## config.mk

```make
export PLATFORM = sky130hd
export DESIGN_NAME = split_screen_pane_layout
export DESIGN_NICKNAME = d
export VERILOG_FILES = /design/src/hw/rtl/spl_pkg.sv /design/src/hw/rtl/split_screen_pane_layout.sv /design/src/hw/rtl/spl_aspect.sv
export SDC_FILE = /design/constraint.sdc
export NUM_CORES = 2
export LEC_CHECK = 0
export BUFFER_PORTS_ARGS = -buffer_cell sky130_fd_sc_hd__buf_2
export CORE_MARGIN = 3
export CORE_UTILIZATION = 55
export CTS_BUF_LIST = sky130_fd_sc_hd__clkbuf_16
export DETAILED_ROUTE_END_ITERATION = 7
export PLACE_DENSITY_LB_ADDON = 0.3
export SLEW_MARGIN = 5
export SYNTH_ARGS = -nofsm -noshare
export SYNTH_HDL_FRONTEND = slang
export SYNTH_HIERARCHICAL = 1
export SYNTH_SLANG_ARGS = --single-unit
export TNS_END_PERCENT = 10
```

## constraint.sdc

```tcl
create_clock -name clk -period 10.7 [get_ports clk]
set_clock_uncertainty 0.05 [all_clocks]
set_input_delay 1.605 -clock clk [delete_from_list [all_inputs] [get_ports clk]]
set_output_delay 1.605 -clock clk [all_outputs]
set_load 0.1 [all_outputs]
```

## src/hw/rtl/spl_pkg.sv

```systemverilog
`default_nettype none

package spl_pkg;

	localparam int COORD_BITS_DEF = 14;

	// configuration register indexes
	localparam int CFG_IDX_BITS = 2;
	localparam logic [CFG_IDX_BITS-1:0] REG_FRAME_WIDTH  = 2'd0;
	localparam logic [CFG_IDX_BITS-1:0] REG_FRAME_HEIGHT = 2'd1;
	localparam logic [CFG_IDX_BITS-1:0] REG_SPLIT_MODE   = 2'd2;

	// two-seat split modes; the unused code behaves as auto
	localparam int MODE_BITS = 2;
	localparam logic [MODE_BITS-1:0] MODE_AUTO  = 2'd0;
	localparam logic [MODE_BITS-1:0] MODE_SIDE  = 2'd1;
	localparam logic [MODE_BITS-1:0] MODE_STACK = 2'd2;

	localparam int FRAME_WIDTH_RST  = 1920;
	localparam int FRAME_HEIGHT_RST = 1080;

	localparam int SEAT_BITS  = 4;
	localparam int COUNT_BITS = 3;
	localparam int INDEX_BITS = 2;
	localparam logic [COUNT_BITS-1:0] MAX_PANES = 3'd4;

endpackage

`default_nettype wire

```

## src/hw/rtl/split_screen_pane_layout.sv

```systemverilog
// Pipeline: 4 register stages (s1..s3, emit); a request passes s1, s2 and s3 and then
//   loads the emit stage, whose outputs then carry its first pane.
// Throughput: one pane per cycle while pane_stall is low; a request holds the emit stage
//   until its last pane transfers, so the request rate is set by the single emit stage.
// Reset (arst_n low, async): pipeline empty, pane counter cleared, registers back to
//   1920 x 1080, auto split.
`default_nettype none

module split_screen_pane_layout #(
	parameter int COORD_BITS = spl_pkg::COORD_BITS_DEF
) (
	input  wire logic                            clk,
	input  wire logic                            arst_n,
	input  wire logic                            cfg_valid,
	output logic                                 cfg_ready,
	input  wire logic [spl_pkg::CFG_IDX_BITS-1:0] cfg_index,
	input  wire logic [COORD_BITS-1:0]           cfg_data,
	input  wire logic                            req_valid,
	output logic                                 req_stall,
	input  wire logic [spl_pkg::SEAT_BITS-1:0]   seat_count,
	output logic                                 pane_valid,
	input  wire logic                            pane_stall,
	output logic [spl_pkg::INDEX_BITS-1:0]       pane_index,
	output logic [COORD_BITS-1:0]                pane_x,
	output logic [COORD_BITS-1:0]                pane_y,
	output logic [COORD_BITS-1:0]                pane_width,
	output logic [COORD_BITS-1:0]                pane_height,
	output logic [spl_pkg::COUNT_BITS-1:0]       pane_count,
	output logic                                 last_pane
);
	import spl_pkg::*;

	logic [COORD_BITS-1:0] frame_width_q, frame_height_q;
	logic [MODE_BITS-1:0]  split_mode_q;

	assign cfg_ready = 1'b1;

	always_ff @(posedge clk or negedge arst_n) begin
		if (!arst_n) begin
			frame_width_q  <= COORD_BITS'(FRAME_WIDTH_RST);
			frame_height_q <= COORD_BITS'(FRAME_HEIGHT_RST);
			split_mode_q   <= MODE_AUTO;
		end else if (cfg_valid && cfg_ready) begin
			unique case (cfg_index)
				REG_FRAME_WIDTH:  frame_width_q  <= cfg_data;
				REG_FRAME_HEIGHT: frame_height_q <= cfg_data;
				REG_SPLIT_MODE:   split_mode_q   <= cfg_data[MODE_BITS-1:0];
				default: ;
			endcase
		end
	end

	logic                  en;
	logic                  valid_s3, side_s3;
	logic [COUNT_BITS-1:0] count_s3;
	logic [COORD_BITS-1:0] width_s3, height_s3;

	spl_aspect #(
		.COORD_BITS(COORD_BITS)
	) u_aspect (
		.clk         (clk),
		.arst_n      (arst_n),
		.en          (en),
		.valid       (req_valid),
		.seat_count  (seat_count),
		.frame_width (frame_width_q),
		.frame_height(frame_height_q),
		.split_mode  (split_mode_q),
		.valid_s3    (valid_s3),
		.count_s3    (count_s3),
		.side_s3     (side_s3),
		.width_s3    (width_s3),
		.height_s3   (height_s3)
	);

	// s4: emit stage, walks the panes of one layout
	logic                  valid_s4, side_s4;
	logic [COUNT_BITS-1:0] count_s4;
	logic [COORD_BITS-1:0] width_s4, height_s4;
	logic [INDEX_BITS-1:0] idx_q;
	logic                  pane_xfer;

	assign pane_xfer = pane_valid && !pane_stall;
	assign en        = !valid_s4 || (pane_xfer && last_pane);
	assign req_stall = !en;

	always_ff @(posedge clk or negedge arst_n) begin
		if (!arst_n) begin
			valid_s4 <= 1'b0;
			idx_q    <= '0;
		end else if (en) begin
			valid_s4 <= valid_s3;
			idx_q    <= '0;
		end else if (pane_xfer) begin
			idx_q <= idx_q + 1'b1;
		end
	end

	always_ff @(posedge clk) begin
		if (en) begin
			count_s4  <= count_s3;
			side_s4   <= side_s3;
			width_s4  <= width_s3;
			height_s4 <= height_s3;
		end
	end

	logic [COORD_BITS-1:0] hw, hh;
	assign hw = width_s4 >> 1;
	assign hh = height_s4 >> 1;

	always_comb begin
		pane_valid  = valid_s4;
		pane_index  = idx_q;
		pane_count  = count_s4;
		pane_x      = '0;
		pane_y      = '0;
		pane_width  = hw;
		pane_height = hh;
		last_pane   = 1'b0;
		case (count_s4)
			3'd0: begin
				pane_width  = '0;
				pane_height = '0;
				last_pane   = 1'b1;
			end
			3'd1: begin
				pane_width  = width_s4;
				pane_height = height_s4;
				last_pane   = 1'b1;
			end
			3'd2: begin
				last_pane = idx_q[0];
				if (side_s4) begin
					pane_x      = idx_q[0] ? hw : '0;
					pane_height = height_s4;
				end else begin
					pane_y     = idx_q[0] ? hh : '0;
					pane_width = width_s4;
				end
			end
			default: begin
				// quadrants; with three seats bottom-right is skipped
				pane_x    = idx_q[0] ? hw : '0;
				pane_y    = idx_q[1] ? hh : '0;
				last_pane = ({1'b0, idx_q} == count_s4 - 3'd1);
			end
		endcase
	end

endmodule

`default_nettype wire

```

## src/hw/rtl/spl_aspect.sv

```systemverilog
`default_nettype none

module spl_aspect #(
	parameter int COORD_BITS = spl_pkg::COORD_BITS_DEF
) (
	input  wire logic                             clk,
	input  wire logic                             arst_n,
	input  wire logic                             en,
	input  wire logic                             valid,
	input  wire logic [spl_pkg::SEAT_BITS-1:0]    seat_count,
	input  wire logic [COORD_BITS-1:0]            frame_width,
	input  wire logic [COORD_BITS-1:0]            frame_height,
	input  wire logic [spl_pkg::MODE_BITS-1:0]    split_mode,
	output logic                                  valid_s3,
	output logic [spl_pkg::COUNT_BITS-1:0]        count_s3,
	output logic                                  side_s3,
	output logic [COORD_BITS-1:0]                 width_s3,
	output logic [COORD_BITS-1:0]                 height_s3
);
	import spl_pkg::*;

	localparam int EW = COORD_BITS + 4;   // holds 9*W and 16*H
	localparam int PW = EW + COORD_BITS;  // product width

	logic [COORD_BITS-1:0] hw, hh;
	logic [EW-1:0]         nine_w, nine_hw, sixteen_h, sixteen_hh;
	logic [EW-1:0]         diff_a, diff_b;
	logic [COUNT_BITS-1:0] count_c;

	assign hw         = frame_width >> 1;
	assign hh         = frame_height >> 1;
	assign nine_w     = (EW'(frame_width) << 3) + EW'(frame_width);
	assign nine_hw    = (EW'(hw) << 3) + EW'(hw);
	assign sixteen_h  = EW'(frame_height) << 4;
	assign sixteen_hh = EW'(hh) << 4;
	assign diff_a     = (nine_hw >= sixteen_h) ? nine_hw - sixteen_h : sixteen_h - nine_hw;
	assign diff_b     = (nine_w >= sixteen_hh) ? nine_w - sixteen_hh : sixteen_hh - nine_w;
	assign count_c    = (seat_count > SEAT_BITS'(MAX_PANES)) ? MAX_PANES
	                                                          : COUNT_BITS'(seat_count);

	// s1: aspect distances
	logic                  valid_s1, force_side_s1, force_stack_s1;
	logic [COUNT_BITS-1:0] count_s1;
	logic [EW-1:0]         diff_a_s1, diff_b_s1;
	logic [COORD_BITS-1:0] width_s1, height_s1;

	// s2: cross products
	logic                  valid_s2, force_side_s2, force_stack_s2, hh_zero_s2;
	logic [COUNT_BITS-1:0] count_s2;
	logic [PW-1:0]         prod_a_s2, prod_b_s2;
	logic [COORD_BITS-1:0] width_s2, height_s2;

	always_ff @(posedge clk or negedge arst_n) begin
		if (!arst_n) begin
			valid_s1 <= 1'b0;
			valid_s2 <= 1'b0;
			valid_s3 <= 1'b0;
		end else if (en) begin
			valid_s1 <= valid;
			valid_s2 <= valid_s1;
			valid_s3 <= valid_s2;
		end
	end

	always_ff @(posedge clk) begin
		if (en) begin
			count_s1       <= count_c;
			force_side_s1  <= (split_mode == MODE_SIDE);
			force_stack_s1 <= (split_mode == MODE_STACK);
			diff_a_s1      <= diff_a;
			diff_b_s1      <= diff_b;
			width_s1       <= frame_width;
			height_s1      <= frame_height;

			count_s2       <= count_s1;
			force_side_s2  <= force_side_s1;
			force_stack_s2 <= force_stack_s1;
			hh_zero_s2     <= ((height_s1 >> 1) == '0);
			prod_a_s2      <= PW'(diff_a_s1) * PW'(height_s1 >> 1);
			prod_b_s2      <= PW'(diff_b_s1) * PW'(height_s1);
			width_s2       <= width_s1;
			height_s2      <= height_s1;

			// tie goes to side by side
			count_s3  <= count_s2;
			side_s3   <= force_side_s2 ||
			             (!force_stack_s2 && (hh_zero_s2 || prod_a_s2 <= prod_b_s2));
			width_s3  <= width_s2;
			height_s3 <= height_s2;
		end
	end

endmodule

`default_nettype wire

```

==> results.yml <==
outcome:
  run_status: "finished, final reports clean"
detailed_routing:
  vias: 19805
  vias_per_cell: 5.63
  drc: 0
  first_pass_iters: 5
  ant_nets: 0
  drt_wl_total_mm: 68.5
  avgRoutedWirePerCell_um: 19.5
  drt-initial-drc-count: 1294
clock_network:
  clock_latency_ps: 570
  cts_resized: 0
  cts_made_buffers: 29
  cts_tree: "done"
  htreeDepth: 1
  clockBufferDepth: 3
  cts_root_buf: "clkbuf_16"
  postCtsSetupRepairBufs: 0
  hold_buffers: 0
  clkTransAtPathRegs_ps: 60
  cts.sinks: 264
yosys:
  postSynth.asyncResetShare_pct: 13.6
  avgSynthCellArea_sq_um: 10.2
  synthFlopType: "edfxtp_1"
  ys_warn_count: 6
  synthXorXnorAreaFrac_pct: 3.45
  synth_top_area_cell: "fa_1"
  synth_cells: 2808
  synth_top_area_share_pct: 25.8
  synthMuxAreaShare_pct: 1.79
  ys_seq_elements: 264
  synth_top_family_by_area: "adder cells"
  synth.most_common_cell: "inv_1"
  synthTopCellsByArea: "fa_1, edfxtp_1, ha_1"
  yosysSeqAreaShare_pct: 27.1
  synthSimpleGateAreaFrac_pct: 13.3
  syn-cell-area_sq_um: 28700
  synth_edf_count: 228
  synth_commonest_cells: "inv_1, fa_1, nand2_1, ha_1, edfxtp_1"
  synth_compound_area_share_pct: 8.54
  synth_cell_types: 84
  synth_adder_area_share_pct: 37.6
cells_and_area:
  syn2layout_area_growth_pct: 6.61
  layout-drive-gt1-share_pct: 7.64
  antenna_cells: 0
  fin_nets: 3481
  final_area_sq_um: 30600
  nFillCells: 4315
worst_hold_path:
  holdCritPathClass: "flop to flop"
  min_from: "u_aspect/height_s3[13]"
timing:
  period_needed_ps: 7320
  max_slew.worst_pin.slew_ps: 973
  fin_setup_tns_ps: 0
  fin_crit_sh_pct: 68.4
  setup_viol: 0
  rsz0062_at_grt: "false"
  relSlewSlack_pct: 34.9
  hold_viol_final: 0
  fmax_ghz: 0.137
  final_max_slew_viol_count: 0
worst_setup_path:
  critical_path_required_ps: 10950
  crit_path_start_kind: "flop"
  regToRegSetupSlack_ps: 3380
  end_kind: "flop"
  critPathSlowestCell: "edfxtp_1"
  r2r_start: "u_aspect/height_s1[3]"
  cpMostUsedCell: "fa_1"
  cp_max_fo: 22
  path_cells: "and2_1 > fa_1 > inv_1 > fa_1 > inv_1 > fa_1 > inv_1 > fa_1 > inv_1 > fa_1 > fa_1 > ha_1 > nand3_1 > nor4_1 > o32ai_2 > o21ai_0 > a21o_1 > a41oi_1 > nor2b_1 > o32a_1 > o221ai_1"
  crit_start: "u_aspect/height_s1[3]"
  r2r_end: "u_aspect/prod_b_s2[25]"
  crit_end: "u_aspect/prod_b_s2[25]"
  rr_worst_depth: 21
  arrival_ps: 7570
  worstSetupPathType: "flop to flop"
  slowest_delay_ps: 770
global_route:
  grt_pass1_vias: 21371
  grt_antenna_before_repair: 0
  grt_pass1_wl_mm: 112
  grt_max_degree: 169
  gr-total-overflow: 0
  grt.total_usage_pct: 26.2
placement:
  io_buffers: 86
  dp_hpwl_mm: 52.4
  place_area_sq_um: 29600
  gp_congestion: 0.866
flow_run:
  cap_violations: 0
floorplan:
  die_area_sq_um: 54900
  initial_core_util_pct: 55.8
  core_area_sq_um: 51400
  io_pins: 90
  row_count: 83
  die_y_um: 234
  die_w_um: 234
## kinds of logic (layout without fill, tap and decap cells)
kind of cell,after synthesis,after routing
xor gates and xnor gates,113,113
other,2,3
buffers and inverters,617,647
DFF,264,264
muxes,47,47
AOI/OAI and AO/OA,351,351
and+or+nand+nor,775,775
adders and majority gates,639,639
## registers in the layout (all words and copies together) (netlist names), 18 cells and up
name                count
u_aspect/prod_a_s2     31
u_aspect/diff_b_s1     18
u_aspect/prod_b_s2     32
u_aspect/diff_a_s1     18
## layer usage
layer	global-route usage (%)	vias to the layer above	part of all wire, %
li1	-	9046	-
met3	2.54	153	5.0
met2	45.4	599	49
met5	0	-	0
met1	33.8	10007	41
met4	10.7	0	4.7
## critical path: cells and delay by family, from the launching register on
kind,cells,cell delay (ps)
compound gates,6,1320
fa+ha+maj,7,3350
buf+inv,4,200
flops,1,770
simple gates,4,1360
## cells in the final DEF, fill, tap and decap left out, types with 29 or more instances in the layout
master / synthesis / final
clkbuf_16: 0 / 29
nor2_1: 67 / 67
ha_1: 270 / 270
o21ai_0: 43 / 43
buf_2: 7 / 86
fa_1: 369 / 369
inv_1: 485 / 485
edfxtp_1: 228 / 228
a21oi_1: 91 / 91
a21o_1: 82 / 82
xor2_1: 41 / 41
nand2_1: 351 / 351
and2_1: 213 / 213
xnor2_1: 72 / 72
## area by class of cell
class / count / area [sq um] / share of cell area, %
multi-input combinational: 1928 / 18500 / 60.7
sequential: 264 / 7760 / 25.4
inverter: 487 / 1830 / 5.98
tap: 680 / 851 / 2.78
clock buffer: 29 / 726 / 2.38
timing repair buffer: 107 / 601 / 1.97
clock inverter: 24 / 249 / 0.815
## per-stage QoR
step	std cells	worst slack, ps	utilization, %	hold WS [ps]
after global routing	3519	3000	59.4	373
final	3519	3380	59.4	367
after floorplan	2809	-917	-	350
after detailed placement	3466	3460	57.5	355
after global placement	3466	3600	57.5	350
after CTS	3519	3450	59.4	368
## how the worst min path moves through the flow
stage / slack [ps] / cells after the start / to
2_1_floorplan: 350 / 0 / height_s4[0]
3_3_place_gp: 350 / 0 / u_aspect/width_s2[6]
3_5_place_dp: 350 / 0 / width_s4[7]
4_1_cts: 370 / 0 / u_aspect/width_s2[5]
5_1_grt: 370 / 0 / u_aspect/width_s2[5]
6_report: 370 / 0 / height_s4[13]
Power is left out: the tool's default activity adds up to more than one toggle a clock period on the data nets, which glitch-free logic cannot reach.
